--- src/rtl/blm_pkg.sv ---
package blm_pkg;

   localparam int unsigned NUM_BITS = 17;
   localparam int unsigned DEN_BITS = 8;

   localparam logic [4:0] MODE_NORMAL   = 5'd0;
   localparam logic [4:0] MODE_DARKEN   = 5'd1;
   localparam logic [4:0] MODE_MULTIPLY = 5'd2;
   localparam logic [4:0] MODE_BURN     = 5'd3;
   localparam logic [4:0] MODE_LINBURN  = 5'd4;
   localparam logic [4:0] MODE_LIGHTEN  = 5'd5;
   localparam logic [4:0] MODE_SCREEN   = 5'd6;
   localparam logic [4:0] MODE_DODGE    = 5'd7;
   localparam logic [4:0] MODE_LINDODGE = 5'd8;
   localparam logic [4:0] MODE_OVERLAY  = 5'd9;
   localparam logic [4:0] MODE_SOFT     = 5'd10;
   localparam logic [4:0] MODE_HARD     = 5'd11;
   localparam logic [4:0] MODE_LINLIGHT = 5'd12;
   localparam logic [4:0] MODE_PIN      = 5'd13;
   localparam logic [4:0] MODE_HARDMIX  = 5'd14;
   localparam logic [4:0] MODE_DIFF     = 5'd15;
   localparam logic [4:0] MODE_EXCL     = 5'd16;
   localparam logic [4:0] MODE_DIVIDE   = 5'd17;

   // what the final stage does with the quotient
   localparam logic [2:0] OP_DIRECT    = 3'd0;
   localparam logic [2:0] OP_CLAMP     = 3'd1;
   localparam logic [2:0] OP_INV       = 3'd2;
   localparam logic [2:0] OP_MIX_CLAMP = 3'd3;
   localparam logic [2:0] OP_MIX_INV   = 3'd4;

   typedef struct packed {
      logic [2:0] op;
      logic [7:0] direct;
   } chan_ctl_type;

endpackage

--- src/rtl/blm_post.sv ---
module blm_post (
   input  logic [16:0]           quo,
   input  blm_pkg::chan_ctl_type ctl,
   output logic [7:0]            result
);
   import blm_pkg::*;

   logic       big;
   logic [7:0] clamped;
   logic [7:0] inverted;

   assign big      = (quo > 17'd255);
   assign clamped  = big ? 8'd255 : quo[7:0];
   assign inverted = big ? 8'd0 : ~quo[7:0];

   always_comb begin
      case (ctl.op)
         OP_DIRECT:    result = ctl.direct;
         OP_CLAMP:     result = clamped;
         OP_INV:       result = inverted;
         OP_MIX_CLAMP: result = (clamped < 8'd127) ? 8'd0 : 8'd255;
         OP_MIX_INV:   result = (inverted < 8'd127) ? 8'd0 : 8'd255;
         default:      result = ctl.direct;
      endcase
   end

endmodule

--- config.mk ---
export PLATFORM = sky130hd
export DESIGN_NAME = blm_post
export DESIGN_NICKNAME = d
export VERILOG_FILES = /design/src/rtl/blm_pkg.sv /design/src/rtl/blm_post.sv
export SDC_FILE = /design/constraint.sdc
export NUM_CORES = 1
export LEC_CHECK = 0
export ABC_AREA = 1
export BUFFER_PORTS_ARGS = -buffer_cell sky130_fd_sc_hd__buf_2
export CAP_MARGIN = 25
export CORE_AREA = 10 10 47 49
export DETAILED_ROUTE_END_ITERATION = 7
export DIE_AREA = 0 0 57 59
export GPL_TIMING_DRIVEN = 0
export PLACE_DENSITY = 0.67
export SYNTH_ARGS = -nofsm -noshare
export SYNTH_HDL_FRONTEND = slang
export SYNTH_SLANG_ARGS = --single-unit
--- constraint.sdc ---
create_clock -name vclk -period 1.5
set_clock_uncertainty 0.1 [all_clocks]
set_input_delay 0.225 -clock vclk [all_inputs]
set_output_delay 0.225 -clock vclk [all_outputs]
set_load 0.01 [all_outputs]
==> results.yml <==
status:
  status: "complete, but fails checks"
  failed_checks: "setup timing"
pwr:
  netSwitchingFraction: 0.528
  pwr-share-clk: 0
  comb_power_share: 1.000
  cellInternalPower_mw: 0.0777
  power.static_leakage_nw: 0.446
  vdd_ir_drop_max_uv: 135
  power.sequential.fraction: 0
  net_switching_component_of_the_power_mw: 0.0867
  powerDensity_mw_per_mm2: 220
yosys:
  synth.area.top_cells: "sky130_fd_sc_hd__nand2_1 19%, sky130_fd_sc_hd__inv_1 15%, sky130_fd_sc_hd__nand4_1 13%"
  netlist.area_leader.share: 0.186
  postSynthNetCount: 117
  postSynthCellCount: 89
  yosysTopAreaCell: "sky130_fd_sc_hd__nand2_1"
  ys_seq_area_frac: 0
  yosysWarningCount: 0
  synthDistinctLibCells: 20
  netlist_area_um2: 444
  avgSynthCellArea_um2: 4.99
routing:
  route.detailed.drc: 0
  post_drt_via_cell_ratio: 4.72
  via_count: 680
  wl_per_cell_um: 10.8
  drt_wl_total_um: 1550
  ant_nets: 0
  drt-pass1-iter-count: 4
  drt-initial-drc-count: 12
hold_path:
  hp-start: "ctl[7]"
  min_to: "result[7]"
  hold-path-cell-count: 4
  worstHoldPathType: "input port to primary output"
worst_setup_path:
  start_kind: "input port"
  crit_fanout: 8
  worstPathRequired_ns: 1.17
  crit_chain: "buf_6, nor2_4, nand3_2, nor2_4, buf_6, o31ai_4, nand3_2, nand2_2, nand2_4, nand4_1, buf_2"
  worst-endpoint-arrival_ns: 1.36
  endpoint_kind: "primary output"
  timing.setup.critical_path_class: "input port to primary output"
  critPathSlowestCell: "sky130_fd_sc_hd__nor2_4"
  crit_path_max_incr_delay_ns: 0.15
global_route:
  grt_start_max_net_pins: 10
  grt_pass1_vias: 625
  grt_pass1_wl_um: 2470
  grt_antenna_before_repair: 0
  global_route.overflow_total: 0
  groute.usage.overall: 0.0814
finish:
  diodes: 0
  area_occupied_by_multi_input_gates_um2: 398
  nNetsFinal: 158
  layout.core_utilization: 0.534
  fill_cells: 153
  n_clock_buffer: 0
  synth_to_final_area_change_pct: 68.5
  final_layout_size_suffix_gt1_frac: 0.438
  seqCellArea_um2: 0
  seq_cell_count: 0
timing:
  totalNegativeSetupSlack_ns: -1.38
  maxSlewViolCount: 0
  max_slew_margin: 0.717
  timing_hold_violations_final: 0
  grt_setup_unrepaired: "yes"
  final-setup-viol-count: 8
  post-route-min-period_ns: 1.69
  setup_slack_ns: -0.186
  tightest_slew_ns: 0.422
  max_freq_mhz: 593
  timing.final.crit_share: 1.12
die:
  coreArea_mm2: 0.00140
  num_io_pins: 36
  floorplan.die.height_um: 59
  start_util: 0.317
  placement_rows: 14
  design.die.area_mm2: 0.00336
  die-width_um: 57
placed_design:
  numPortBuffers: 36
  globalplace.congestion: 0.790
  dpl.hpwl_um: 1330
run:
  drv.max_cap_violation_count: 0
[layer usage]
metal	share of wire	track usage
met1	0.40	0.0858
met2	0.55	0.171
met3	0.047	0.0129
met4	0	0
met5	0	0
[kinds of logic (layout without fill, tap and decap cells)]
kind of cell / count (synthesis) / count (layout) / share of synthesized area
buffers and inverters: 23 / 62 / 0.217
AO/OA/AOI/OAI: 11 / 11 / 0.149
AND/OR/NAND/NOR: 55 / 55 / 0.634
[metrics by stage]
step / std cells / hold slack [ns] / setup slack, ns / instance area (um2) / total power [mW]
final: 144 / 0.657 / -0.186 / 748 / 0.164
after global routing: 144 / 0.673 / -0.296 / 748 / 0.184
after detailed placement: 141 / 0.661 / -0.224 / 644 / 0.147
after global placement: 141 / 0.657 / -0.197 / 644 / 0.145
after CTS: 144 / 0.661 / -0.163 / 693 / 0.153
after floorplan: 89 / 0.502 / 0.0990 / 444 / 0.0751
[cell usage in the layout (no fill, tap or decap)]
cell type,Yosys,routed
sky130_fd_sc_hd__nor3_2,1,1
sky130_fd_sc_hd__o21ai_2,1,2
sky130_fd_sc_hd__nand2_2,2,1
sky130_fd_sc_hd__nor2_4,0,4
sky130_fd_sc_hd__nand3_1,9,8
sky130_fd_sc_hd__inv_4,1,1
sky130_fd_sc_hd__buf_4,0,3
sky130_fd_sc_hd__buf_2,0,31
sky130_fd_sc_hd__inv_1,18,18
sky130_fd_sc_hd__nor2_1,7,4
sky130_fd_sc_hd__inv_2,1,1
sky130_fd_sc_hd__nor3_4,1,1
sky130_fd_sc_hd__o31ai_4,0,1
sky130_fd_sc_hd__nand4_1,9,9
sky130_fd_sc_hd__clkinv_1,2,2
sky130_fd_sc_hd__nand3_2,1,2
sky130_fd_sc_hd__buf_6,1,6
sky130_fd_sc_hd__nor3_1,1,1
sky130_fd_sc_hd__o21ai_1,6,5
sky130_fd_sc_hd__o21ai_0,3,3
sky130_fd_sc_hd__nand2_4,1,2
sky130_fd_sc_hd__nand2_1,22,22
[critical path, delay by kind of cell]
kind | cells | cell delay, ns
buffers and inverters | 3 | 0.40
AND/OR/NAND/NOR | 7 | 0.66
AO/OA/AOI/OAI | 1 | 0.07
[Yosys cell counts]
library cell               count
sky130_fd_sc_hd__o21ai_0       3
sky130_fd_sc_hd__nand3_2       1
sky130_fd_sc_hd__o21ai_2       1
sky130_fd_sc_hd__buf_6         1
sky130_fd_sc_hd__nand2_1      22
sky130_fd_sc_hd__nand4_1       9
sky130_fd_sc_hd__nor2_1        7
sky130_fd_sc_hd__o21ai_1       6
sky130_fd_sc_hd__nor3_1        1
sky130_fd_sc_hd__inv_2         1
sky130_fd_sc_hd__nor3_4        1
sky130_fd_sc_hd__nand3_1       9
sky130_fd_sc_hd__nor3_2        1
sky130_fd_sc_hd__nand2_2       2
sky130_fd_sc_hd__nand2_4       1
sky130_fd_sc_hd__nor2_2        1
sky130_fd_sc_hd__inv_1        18
sky130_fd_sc_hd__clkinv_1      2
sky130_fd_sc_hd__o31ai_2       1
sky130_fd_sc_hd__inv_4         1
[how the worst max path moves through the flow]
stage | startpoint | endpoint | slack, ns | cells after the start
finish | quo[14] | result[4] | -0.19 | 11
global route | quo[14] | result[4] | -0.30 | 11
CTS | quo[11] | result[5] | -0.16 | 11
detailed placement | quo[13] | result[5] | -0.22 | 11
global placement | quo[11] | result[2] | -0.20 | 10
floorplan | quo[11] | result[0] | 0.1 | 9
[power by group through the flow]
stage	registers, mW	logic, mW	clock network (mW)
global route	0	0.184	0
global placement	0	0.145	0
detailed placement	0	0.147	0
CTS	0	0.153	0
finish	0	0.164	0
floorplan	0	0.0751	0
[what timing repair did]
item | 4_1_cts | 5_1_grt
buffers inserted | 3 | 0
gates resized for setup | 5 | 11
hold buffers | 0 | 0
setup endpoints to repair | 8 | 8
pin swaps | 2 | 9
[area by class of cell]
cell class,count,share of cell area
plain buffers,1,0.0151
inverters,22,0.114
multi-input cells,66,0.532
well taps,16,0.0268
repair buffers,39,0.313
No activity file was read; power rests on OpenSTA's default activity.
