===== config.mk =====
export PLATFORM = sky130hd
export DESIGN_NAME = blm_div
export DESIGN_NICKNAME = d
export VERILOG_FILES = /design/src/rtl/blm_pkg.sv /design/src/rtl/blm_div.sv
export SDC_FILE = /design/constraint.sdc
export NUM_CORES = 1
export LEC_CHECK = 0
export ABC_AREA = 1
export BUFFER_PORTS_ARGS = -buffer_cell sky130_fd_sc_hd__buf_2
export CAP_MARGIN = 40
export CELL_PAD_IN_SITES_DETAIL_PLACEMENT = 0
export CELL_PAD_IN_SITES_GLOBAL_PLACEMENT = 1
export CORE_UTILIZATION = 47
export DETAILED_ROUTE_END_ITERATION = 8
export PLACE_DENSITY_LB_ADDON = 0.12
export SETUP_SLACK_MARGIN = 0.1
export SLEW_MARGIN = 20
export SYNTH_ARGS = -nofsm -noshare
export SYNTH_HDL_FRONTEND = slang
export SYNTH_SLANG_ARGS = --single-unit

===== constraint.sdc =====
create_clock -name clock -period 1.75 [get_ports clock]
set_clock_uncertainty 0.2 [all_clocks]
set_input_delay 0.0875 -clock clock [delete_from_list [all_inputs] [get_ports clock]]
set_output_delay 0.0875 -clock clock [all_outputs]
set_load 0.01 [all_outputs]

===== src/rtl/blm_pkg.sv =====
package blm_pkg;

   localparam int unsigned NUM_BITS = 17;
   localparam int unsigned DEN_BITS = 8;

   localparam logic [4:0] MODE_NORMAL   = 5'd0;
   localparam logic [4:0] MODE_DARKEN   = 5'd1;
   localparam logic [4:0] MODE_MULTIPLY = 5'd2;
   localparam logic [4:0] MODE_BURN     = 5'd3;
   localparam logic [4:0] MODE_LINBURN  = 5'd4;
   localparam logic [4:0] MODE_LIGHTEN  = 5'd5;
   localparam logic [4:0] MODE_SCREEN   = 5'd6;
   localparam logic [4:0] MODE_DODGE    = 5'd7;
   localparam logic [4:0] MODE_LINDODGE = 5'd8;
   localparam logic [4:0] MODE_OVERLAY  = 5'd9;
   localparam logic [4:0] MODE_SOFT     = 5'd10;
   localparam logic [4:0] MODE_HARD     = 5'd11;
   localparam logic [4:0] MODE_LINLIGHT = 5'd12;
   localparam logic [4:0] MODE_PIN      = 5'd13;
   localparam logic [4:0] MODE_HARDMIX  = 5'd14;
   localparam logic [4:0] MODE_DIFF     = 5'd15;
   localparam logic [4:0] MODE_EXCL     = 5'd16;
   localparam logic [4:0] MODE_DIVIDE   = 5'd17;

   // what the final stage does with the quotient
   localparam logic [2:0] OP_DIRECT    = 3'd0;
   localparam logic [2:0] OP_CLAMP     = 3'd1;
   localparam logic [2:0] OP_INV       = 3'd2;
   localparam logic [2:0] OP_MIX_CLAMP = 3'd3;
   localparam logic [2:0] OP_MIX_INV   = 3'd4;

   typedef struct packed {
      logic [2:0] op;
      logic [7:0] direct;
   } chan_ctl_type;

endpackage


===== src/rtl/blm_div.sv =====
module blm_div (
   input  logic                  clock,
   input  logic                  enable,
   input  logic [16:0]           num,
   input  logic [7:0]            den,
   input  blm_pkg::chan_ctl_type ctl,
   output logic [16:0]           quo,
   output blm_pkg::chan_ctl_type ctl_out
);
   import blm_pkg::*;

   // one quotient bit per stage, MSB first
   logic [NUM_BITS-1:0] num_ff [NUM_BITS];
   logic [NUM_BITS-1:0] num_in [NUM_BITS];
   logic [DEN_BITS-1:0] den_ff [NUM_BITS];
   logic [DEN_BITS-1:0] den_in [NUM_BITS];
   logic [DEN_BITS-1:0] rem_ff [NUM_BITS];
   logic [DEN_BITS-1:0] rem_in [NUM_BITS];
   logic [NUM_BITS-1:0] quo_ff [NUM_BITS];
   logic [NUM_BITS-1:0] quo_in [NUM_BITS];
   chan_ctl_type        ctl_ff [NUM_BITS];
   chan_ctl_type        ctl_in [NUM_BITS];

   genvar i;
   generate
      for (i = 0; i < NUM_BITS; i++) begin : g_stage
         logic [NUM_BITS-1:0] n_prev;
         logic [DEN_BITS-1:0] d_prev;
         logic [DEN_BITS-1:0] r_prev;
         logic [NUM_BITS-1:0] q_prev;
         chan_ctl_type        c_prev;
         logic [DEN_BITS:0]   r_shift;
         logic                ge;

         if (i == 0) begin : g_first
            assign n_prev = num;
            assign d_prev = den;
            assign r_prev = '0;
            assign q_prev = '0;
            assign c_prev = ctl;
         end else begin : g_next
            assign n_prev = num_ff[i-1];
            assign d_prev = den_ff[i-1];
            assign r_prev = rem_ff[i-1];
            assign q_prev = quo_ff[i-1];
            assign c_prev = ctl_ff[i-1];
         end

         assign r_shift   = {r_prev, n_prev[NUM_BITS-1-i]};
         assign ge        = (r_shift >= {1'b0, d_prev});
         assign rem_in[i] = ge ? DEN_BITS'(r_shift - {1'b0, d_prev}) : r_shift[DEN_BITS-1:0];
         assign quo_in[i] = {q_prev[NUM_BITS-2:0], ge};
         assign num_in[i] = n_prev;
         assign den_in[i] = d_prev;
         assign ctl_in[i] = c_prev;

         always_ff @(posedge clock) begin
            if (enable) begin
               num_ff[i] <= num_in[i];
               den_ff[i] <= den_in[i];
               rem_ff[i] <= rem_in[i];
               quo_ff[i] <= quo_in[i];
               ctl_ff[i] <= ctl_in[i];
            end
         end
      end
   endgenerate

   assign quo     = quo_ff[NUM_BITS-1];
   assign ctl_out = ctl_ff[NUM_BITS-1];

endmodule


==> impl_metrics.tcl <==
set metrics [dict create \
    ys_top_cells_by_area "edfxtp_1 (71%), nand2_1 (8.0%), ha_1 (5.3%), inv_1 (4.7%), nand3_1 (3.7%)" \
    fin_crit_sh 1.16 \
    cpMostUsedCell "nand2_4" \
    path_class "flip-flop to flip-flop" \
    drive_above_1_share 0.497 \
    synth-seq-cells 732 \
    yosys.area.top_type_share 0.712 \
    tightestPinTransition_ns 0.357 \
    track_usage 0.196 \
    antenna_found_initial 0 \
    netlist_instances 2450 \
    synth-simple-area-share 0.154 \
    synth_compound_area_frac 0.00880 \
    cts_tree "built" \
    nets 3592 \
    grt_max_degree 53 \
    synthFlopType "edfxtp_1" \
    yosysTopAreaCell "edfxtp_1" \
    arrival_ns 2.22 \
    critPathRequiredTime_ns 1.94 \
    numPortBuffers 65 \
    status "complete, but fails checks" \
    cts-root-buf "clkbuf_16" \
    synth_fp_nets 2633 \
    grt_pass1_vias 21300 \
    grt_overflow 0 \
    viasPerCell 4.78 \
    start_util 0.477 \
    p_int_uw 46800 \
    fmax_ghz 0.491 \
    crit_fanout 6 \
    path_clk_slew_ns 0.06 \
    finalSetupViolCount 134 \
    dieArea_um2 66700 \
    syn_avg_cell_area_um2 12.6 \
    hp-class "input port to flip-flop" \
    numClockSinks 732 \
    final-hold-violation-count 0 \
    dp_hpwl_mm 42.0 \
    syn_area_um2 30900 \
    synth_most_common_cell "edfxtp_1" \
    drtIter0Drc 846 \
    diodes 0 \
    cpPeakStageDelay_ns 0.46 \
    wl_per_cell_um 15.2 \
    p_sw_uw 23000 \
    place.gp.congestion 0.851 \
    clock_latency_ns 0.65 \
    grt_pass1_wl_mm 105 \
    synth_top_family_by_area "simple AND/OR/NAND/NOR gates" \
    synthMuxAreaShare 0 \
    cts_max_path_buffers 3 \
    row_count 93 \
    rsz0062_at_grt "true" \
    syn_to_final_growth_pct 49.0 \
    die_y_um 258 \
    crit_path_start_kind "flip-flop" \
    drcViolationCount 0 \
    dp.cells 3850 \
    fin_cells 4329 \
    core_region_area_um2 64700 \
    yosysWarnings 0 \
    relSlewSlack 0.762 \
    synth_cell_types 29 \
    die_x_um 258 \
    vdd_drop_max_mv 0.976 \
    synth_edf_count 732 \
    path_cells "ha_4 > nand2_4 > inv_2 > nand4_1 > nand2_2 > nand2_4 > buf_12 > nand3_2 > nand2_1" \
    ios 66 \
    vias 20700 \
    place_area_um2 37500 \
    fin_area_um2 46000 \
    first_pass_iters 8 \
    cp_slowest_cell "edfxtp_1" \
    async_reset_ff_frac 0 \
    cts_buffers 78 \
    powerDensity_nw_per_um2 1520 \
    slew_viol_final 0 \
    cts_max_level 3 \
    ys_seq_area_frac 0.712 \
    synth_xor_area_frac 0.0128 \
    synth_common_cells "edfxtp_1 (732), nand2_1 (656), inv_1 (387)" \
    pwr-share-clk 0.242 \
    period_needed_ns 2.04 \
    fin_ws_ns -0.287 \
    yosys.area_share.adder 0.0624 \
    max_cap_violations 0 \
    drt-total-wl_mm 65.7 \
    combPwrFrac 0.412 \
    failed_checks "setup timing" \
    p_leak_uw 0.0194 \
    ant_nets 0 \
    power_switching_share 0.329 \
    p_seq_frac 0.346 \
    critPathCaptureType "flip-flop" \
]
-- flip-flops by register name, summed over array words and instances (netlist names) --
register / count
den_ff: 128
ctl_ff: 187
quo_ff: 153
rem_ff: 128
num_ff: 136
-- final cells by class --
class | instances | area, µm²
Tap cell | 855 | 1070
Sequential cell | 732 | 22000
Clock buffer | 84 | 1970
Inverter | 388 | 1480
Clock inverter | 61 | 732
Timing Repair Buffer | 862 | 7110
Multi-Input combinational cell | 1347 | 11600
Fill cell | 4469 | 18700
-- power groups by stage --
stage / clock [µW] / combinational (µW) / sequential [µW]
after global placement: 0 / 19300 / 24400
after CTS: 17300 / 25000 / 24200
final: 16900 / 28800 / 24200
after detailed placement: 0 / 19500 / 24500
after floorplan: 0 / 11600 / 24000
after global routing: 18000 / 31300 / 24400
-- path summary, 6_finish.rpt --
path / slack [ns] / start / cells past startpoint / endpoint
worst max register to register: -0.29 / rem_ff[0][91] / 9 / rem_ff[0][100]
worst min register to register: 0.16 / quo_ff[0][35] / 0 / quo_ff[0][53]
worst min-delay path: 0.11 / num[16] / 4 / rem_ff[0][0]
worst max-delay path: -0.29 / rem_ff[0][91] / 9 / rem_ff[0][100]
-- cells by family after synthesis --
kind of cell / Yosys count
compound gates: 52
xor+xnor: 45
buf+inv: 395
flops: 732
simple gates: 1081
fa+ha+maj: 145
-- timing repair --
item | 4_1_cts | 5_1_grt
buffers inserted | 156 | 83
hold endpoints to repair | 697 | 0
hold buffers | 72 | 0
gates cloned | 22 | 2
setup endpoints to repair | 136 | 139
gates resized for setup | 433 | 334
pin swaps | 236 | 249
-- critical path, delay by kind of cell, from the launching register on --
| family | cells | cell delay (ns) |
|---|---|---|
| adders and majority gates | 1 | 0.36 |
| buffers and inverters | 2 | 0.22 |
| and+or+nand+nor | 6 | 0.54 |
| DFF | 1 | 0.46 |
-- layout by cell type, fill, tap and decap left out, drive strengths merged --
| cell type | netlist | layout |
|---|---|---|
| a21oi | 50 | 50 |
| and2 | 6 | 6 |
| buf | 7 | 790 |
| bufinv | 0 | 10 |
| clkbuf | 0 | 84 |
| clkinv | 1 | 42 |
| clkinvlp | 0 | 7 |
| dlygate4sd3 | 0 | 72 |
| edfxtp | 732 | 732 |
| fa | 15 | 15 |
| ha | 130 | 130 |
| inv | 387 | 390 |
| nand2 | 692 | 713 |
| nand3 | 228 | 228 |
| nand3b | 3 | 3 |
| nand4 | 33 | 34 |
| nor2 | 93 | 95 |
| nor3 | 18 | 18 |
| nor4 | 2 | 2 |
| o21ai | 2 | 2 |
| or2 | 6 | 6 |
| xnor2 | 15 | 15 |
| xor2 | 30 | 30 |
-- routing by layer --
| metal | part of all wire | global-route usage | up-vias |
|---|---|---|---|
| li1 | - | - | 10300 |
| met3 | 0.028 | 0.0314 | 127 |
| met2 | 0.52 | 0.345 | 289 |
| met4 | 0.027 | 0.0644 | 0 |
| met1 | 0.43 | 0.248 | 9963 |
| met5 | 0 | 0 | - |
-- stage by stage --
stage	setup slack (ns)	hold slack (ns)	power, µW	TNS (ns)	utilization
2_1_floorplan	-0.117	-0.0136	35600	-3.41	-
3_3_place_gp	-0.344	0.0638	43700	-31.86	0.580
3_5_place_dp	-0.359	0.0656	44000	-33.54	0.580
4_1_cts	-0.302	0.0684	66500	-24.14	0.680
5_1_grt	-0.352	0.104	73700	-36.59	0.711
6_report	-0.287	0.110	69900	-26.78	0.711
No activity file was read; power rests on OpenSTA's default activity.
