--- config.mk ---
export PLATFORM = sky130hd
export DESIGN_NAME = blm_prep
export DESIGN_NICKNAME = d
export VERILOG_FILES = /design/src/rtl/blm_pkg.sv /design/src/rtl/blm_prep.sv
export SDC_FILE = /design/constraint.sdc
export NUM_CORES = 1
export LEC_CHECK = 0
export ABC_AREA = 1
export BUFFER_PORTS_ARGS = -buffer_cell sky130_fd_sc_hd__buf_2
export CELL_PAD_IN_SITES_DETAIL_PLACEMENT = 0
export CELL_PAD_IN_SITES_GLOBAL_PLACEMENT = 1
export CORE_ASPECT_RATIO = 1.25
export CORE_MARGIN = 4
export CORE_UTILIZATION = 42
export DETAILED_ROUTE_END_ITERATION = 12
export PLACE_DENSITY_LB_ADDON = 0.12
export SLEW_MARGIN = 0
export SYNTH_ARGS = -nofsm -noshare
export SYNTH_HDL_FRONTEND = slang
export SYNTH_SLANG_ARGS = --single-unit
--- constraint.sdc ---
create_clock -name vclk -period 5.8
set_clock_uncertainty 0.1 [all_clocks]
set_input_delay 0.29 -clock vclk [all_inputs]
set_output_delay 0.29 -clock vclk [all_outputs]
set_load 0.03 [all_outputs]
--- src/rtl/blm_pkg.sv ---
package blm_pkg;

   localparam int unsigned NUM_BITS = 17;
   localparam int unsigned DEN_BITS = 8;

   localparam logic [4:0] MODE_NORMAL   = 5'd0;
   localparam logic [4:0] MODE_DARKEN   = 5'd1;
   localparam logic [4:0] MODE_MULTIPLY = 5'd2;
   localparam logic [4:0] MODE_BURN     = 5'd3;
   localparam logic [4:0] MODE_LINBURN  = 5'd4;
   localparam logic [4:0] MODE_LIGHTEN  = 5'd5;
   localparam logic [4:0] MODE_SCREEN   = 5'd6;
   localparam logic [4:0] MODE_DODGE    = 5'd7;
   localparam logic [4:0] MODE_LINDODGE = 5'd8;
   localparam logic [4:0] MODE_OVERLAY  = 5'd9;
   localparam logic [4:0] MODE_SOFT     = 5'd10;
   localparam logic [4:0] MODE_HARD     = 5'd11;
   localparam logic [4:0] MODE_LINLIGHT = 5'd12;
   localparam logic [4:0] MODE_PIN      = 5'd13;
   localparam logic [4:0] MODE_HARDMIX  = 5'd14;
   localparam logic [4:0] MODE_DIFF     = 5'd15;
   localparam logic [4:0] MODE_EXCL     = 5'd16;
   localparam logic [4:0] MODE_DIVIDE   = 5'd17;

   // what the final stage does with the quotient
   localparam logic [2:0] OP_DIRECT    = 3'd0;
   localparam logic [2:0] OP_CLAMP     = 3'd1;
   localparam logic [2:0] OP_INV       = 3'd2;
   localparam logic [2:0] OP_MIX_CLAMP = 3'd3;
   localparam logic [2:0] OP_MIX_INV   = 3'd4;

   typedef struct packed {
      logic [2:0] op;
      logic [7:0] direct;
   } chan_ctl_type;

endpackage

--- src/rtl/blm_prep.sv ---
module blm_prep (
   input  logic [4:0]            mode,
   input  logic                  same,
   input  logic [7:0]            a,
   input  logic [7:0]            b,
   output logic [16:0]           num,
   output logic [7:0]            den,
   output blm_pkg::chan_ctl_type ctl
);
   import blm_pkg::*;

   logic [7:0]  inv_a;
   logic [7:0]  inv_b;
   logic [8:0]  sum_ab;
   logic [15:0] prod_ab;
   logic [15:0] prod_inv;
   logic [7:0]  soft_h;
   logic [7:0]  soft_inv_h;
   logic [15:0] prod_hb;
   logic [15:0] prod_hinv;
   logic [9:0]  lin_sum;
   logic [8:0]  two_b;
   logic [8:0]  pin_lo;
   logic [8:0]  pin_hi;
   logic [16:0] ovl_lo;
   logic [16:0] ovl_hi;
   logic [8:0]  viv_den;

   // invert at 8 bits before widening into the products
   assign inv_a      = ~a;
   assign inv_b      = ~b;
   assign sum_ab     = {1'b0, a} + {1'b0, b};
   assign prod_ab    = a * b;
   assign prod_inv   = inv_a * inv_b;
   assign soft_h     = {1'b0, a[7:1]} + 8'd64;
   assign soft_inv_h = 8'd255 - soft_h;
   assign prod_hb    = soft_h * b;
   assign prod_hinv  = soft_inv_h * inv_b;
   assign lin_sum    = {2'b00, a} + {1'b0, b, 1'b0};
   assign two_b      = {b, 1'b0};
   assign pin_lo     = ({1'b0, a} < two_b) ? {1'b0, a} : two_b;
   assign pin_hi     = two_b - 9'd255;
   assign ovl_lo     = ({1'b0, prod_ab} + 17'd64) >> 7;
   assign ovl_hi     = (17'd32704 - {1'b0, prod_inv}) >> 7;
   assign viv_den    = 9'd509 - two_b;

   always_comb begin
      num        = '0;
      den        = 8'd1;
      ctl.op     = OP_DIRECT;
      ctl.direct = b;
      if (!same) begin
         case (mode)
            MODE_DARKEN: ctl.direct = (a < b) ? a : b;
            MODE_MULTIPLY: begin
               ctl.op = OP_CLAMP;
               num    = {1'b0, prod_ab};
               den    = 8'd255;
            end
            MODE_BURN: begin
               if (b == 8'd0) begin
                  ctl.direct = 8'd0;
               end else begin
                  ctl.op = OP_INV;
                  num    = {1'b0, ~a, 8'd0};
                  den    = b;
               end
            end
            MODE_LINBURN: ctl.direct = (sum_ab >= 9'd255) ? 8'(sum_ab - 9'd255) : 8'd0;
            MODE_LIGHTEN: ctl.direct = (a > b) ? a : b;
            MODE_SCREEN: ctl.direct = ~prod_inv[15:8];
            MODE_DODGE: begin
               if (b == 8'd255) begin
                  ctl.direct = 8'd255;
               end else begin
                  ctl.op = OP_CLAMP;
                  num    = {1'b0, a, 8'd0};
                  den    = ~b;
               end
            end
            MODE_LINDODGE: ctl.direct = sum_ab[8] ? 8'd255 : sum_ab[7:0];
            MODE_OVERLAY: ctl.direct = a[7] ? ovl_hi[7:0] : ovl_lo[7:0];
            MODE_SOFT: begin
               den = 8'd255;
               if (b < 8'd127) begin
                  ctl.op = OP_CLAMP;
                  num    = {prod_hb, 1'b0};
               end else begin
                  ctl.op = OP_INV;
                  num    = {prod_hinv, 1'b0} + 17'd254;
               end
            end
            MODE_HARD: begin
               den = 8'd255;
               if (!b[7]) begin
                  ctl.op = OP_CLAMP;
                  num    = {prod_ab, 1'b0};
               end else begin
                  ctl.op = OP_INV;
                  num    = {prod_inv, 1'b0} + 17'd254;
               end
            end
            MODE_LINLIGHT: begin
               if (lin_sum < 10'd255)      ctl.direct = 8'd0;
               else if (lin_sum > 10'd510) ctl.direct = 8'd255;
               else                        ctl.direct = 8'(lin_sum - 10'd255);
            end
            MODE_PIN: begin
               if (two_b[8] && (pin_hi > pin_lo)) ctl.direct = pin_hi[7:0];
               else                              ctl.direct = pin_lo[7:0];
            end
            MODE_HARDMIX: begin
               if (b < 8'd127) begin
                  if (b == 8'd0) begin
                     ctl.direct = 8'd0;
                  end else begin
                     ctl.op = OP_MIX_INV;
                     num    = {1'b0, ~a, 8'd0} + {8'd0, two_b} - 17'd1;
                     den    = two_b[7:0];
                  end
               end else if (b == 8'd255) begin
                  ctl.direct = 8'd255;
               end else begin
                  ctl.op = OP_MIX_CLAMP;
                  num    = {1'b0, a, 8'd0};
                  den    = viv_den[7:0];
               end
            end
            MODE_DIFF: ctl.direct = (a > b) ? (a - b) : (b - a);
            MODE_EXCL: begin
               ctl.op = OP_CLAMP;
               num    = {sum_ab, 8'd0} - {8'd0, sum_ab} - {prod_ab, 1'b0};
               den    = 8'd255;
            end
            MODE_DIVIDE: begin
               if (b == 8'd0) begin
                  ctl.direct = 8'd255;
               end else begin
                  ctl.op = OP_CLAMP;
                  num    = {1'b0, a, 8'd0} - {9'd0, a};
                  den    = b;
               end
            end
            default: ctl.direct = b;
         endcase
      end
   end

endmodule

==> qor.csv <==
stage,metric,value,unit
worst_setup_path,kind of critical path,input pin to output port,
finish,Filler cells,3856,
timing,Tmin final,6.11,ns
worst_setup_path,"Slowest-stage cell, CP",fa_1,
synthesis,dominant cells by area after synthesis,"ha_1 (21%), fa_1 (16%), nand2_1 (15%)",
timing,worst setup margin,-0.309,ns
worst_setup_path,CP Data Required Time,5.41,ns
global_route,vias in the first global route,19596,
global_route,first-pass GRT wire length,120000,um
synthesis,synthesized area,16400,um2
timing,RSZ-0062 raised after global routing,yes,
placement,Routability Congestion,1.04,
synthesis,"area leader, netlist",ha_1,
synthesis,Avg Inst Size Synth,6.00,um2
global_route,grt met2 use,61.5,%
worst_setup_path,cell repeated most along the worst path,inv_2,
global_route,All-Layer GR Usage,37.6,%
synthesis,gate count after technology mapping,2732,
timing,final worst path period share,105,%
floorplanning,I/O pins,58,
detailed_routing,DRC violations left,0,
global_route,largest net degree at the start of global routing,24,
min_path,hold path depth,5,
timing,Setup Viol. Count Final,10,
min_path,hold path endpoint,ctl[4],
timing,Slew @ Worst Pin,1.03,ns
floorplanning,core area,38300,um2
worst_setup_path,critical path launch point type,input pin,
finish,Antenna Diode Count,0,
worst_setup_path,CP max stage delay,0.55,ns
pwr,Final Power,10700,uW
detailed_routing,DRT iter0 DRCs,1837,
flow_run,Max Cap Viol,0,
detailed_routing,routed wire length,83000,um
finish,FF+latch count,0,
synthesis,post-synth cell types,54,
floorplanning,die width,185,um
floorplanning,Initial Util,42.8,%
finish,"most common cell after layout, fill and taps aside",nand2_1,
detailed_routing,drt pass-1 iters,6,
finish,Layout area overhead,33.5,%
finish,"Net count, final",3558,
min_path,min-delay src,b[4],
placement,placed standard-cell area,19900,um2
detailed_routing,total number of vias,20238,
pwr,leakage power,0.0120,uW
pwr,Max IR drop VDD,0.498,mV
finish,storage element area,0,um2
global_route,total gr overflow,0,
global_route,met3 usage,5.08,%
worst_setup_path,worst-path fanout max,8,
global_route,initial antenna violation count,2,
timing,Max Freq,0.164,GHz
timing,Fin. Hold Viols,0,
finish,most frequent cells in the layout,"nand2_1 (584), inv_1 (488), buf_4 (376)",
finish,final instance area,21900,um2
floorplanning,die area,42300,um2
placement,IO Port Bufs,58,
placement,Final HPWL DP,69300,um
finish,clk_buf instances,0,
timing,fin. max-slew vios,0,
synthesis,post-synth top area share,20.6,%
floorplanning,FP Rows,80,
timing,Slew headroom,30.7,%
min_path,min-delay worst type,input pin to output port,
synthesis,Yosys Warn Count,0,
run_status,violated checks,negative setup slack,
worst_setup_path,crit path DAT,5.72,ns
floorplanning,die height,229,um
pwr,Power Dens Cells,488,nW/um2
detailed_routing,antenna-violating nets left,0,
run_status,status,"finished, violations left",
synthesis,post-synthesis sequential area ratio,0,%
worst_setup_path,CP Capture Type,output port,
detailed_routing,WL/cell,22.9,um
global_route,met1 GRT Util,45.5,%
global_route,Top Usage Layer GRT,met2,
detailed_routing,vias per cell,5.58,
finish,layout cells sized above 1,26.6,%
## power by group
group          switching, uW  total (uW)  leakage (uW)  internal [uW]
Sequential                 0           0             0              0
Clock                      0           0             0              0
Combinational           6020       10700        0.0120           4670
## what timing repair did
| action | CTS | global route |
|---|---|---|
| hold buffers | 0 | 0 |
| buffers inserted | 28 | 26 |
| pin swaps | 95 | 121 |
| resized for setup | 241 | 203 |
| setup endpoints to repair | 19 | 18 |
## layer usage
metal / wire, um / vias to the layer above
met5: 19 / -
met4: 7500 / 2
met3: 6280 / 293
met2: 38100 / 940
met1: 31100 / 9542
li1: - / 9461
## cells by family (layout without fill, tap and decap cells)
logic type,Yosys count,after routing,share of synthesized area [%]
buf+inv,631,1030,14.8
fa+ha+maj,402,402,36.7
xor+xnor,53,53,2.88
other cells,1,2,0.0229
simple gates,1299,1299,33.7
compound gates,346,346,11.9
## synthesized netlist by cell type (all sizes together), types with 8 or more instances
library cell    n
xor2           41
o211ai         16
or2            10
fa            132
nand3         232
clkinv         11
o21bai         11
a21oi         133
nor2          277
nand3b         11
o21ai         122
ha            270
a31oi          10
buf            22
o22ai          11
inv           564
a21o            8
nand2         676
xnor2          12
clkbuf         34
nand4          56
nor3           27
## metrics by stage
| step | setup slack (ns) | cells | setup TNS [ns] | hold WS [ns] | util (%) |
|---|---|---|---|---|---|
| final | -0.309 | 3624 | -2.03 | 1.08 | 57.1 |
| after CTS | -0.281 | 3600 | -1.26 | 1.11 | 54.9 |
| after detailed placement | -0.737 | 3572 | -7.33 | 1.11 | 51.9 |
| after global routing | -0.564 | 3624 | -4.25 | 1.10 | 57.1 |
| after floorplan | 0.00236 | 2733 | 0 | 0.789 | - |
| after global placement | -0.752 | 3572 | -6.57 | 1.12 | 51.9 |
## worst max-delay path by stage
stage,startpoint,end,slack [ns],cells after the start
finish,b[3],num[14],-0.31,35
global placement,b[7],num[14],-0.75,33
CTS,b[7],num[14],-0.28,32
floorplan,b[6],num[16],0.002,35
global route,b[3],num[14],-0.56,35
detailed placement,b[7],num[14],-0.74,33
## layout make-up
class | instances | area (um2) | share of cell area, %
Tap cell | 492 | 616 | 2.81
Multi-Input combinational cell | 2102 | 15500 | 70.7
Timing Repair Buffer | 455 | 3610 | 16.5
Inverter | 575 | 2190 | 10.0
## worst max-delay path: cells and delay by family
kind	cells	cell delay (ns)
adders and majority gates	7	2.84
AOI/OAI and AO/OA	1	0.04
and+or+nand+nor	16	1.66
buffers and inverters	11	0.90
Power figures use the tool's default switching activity.
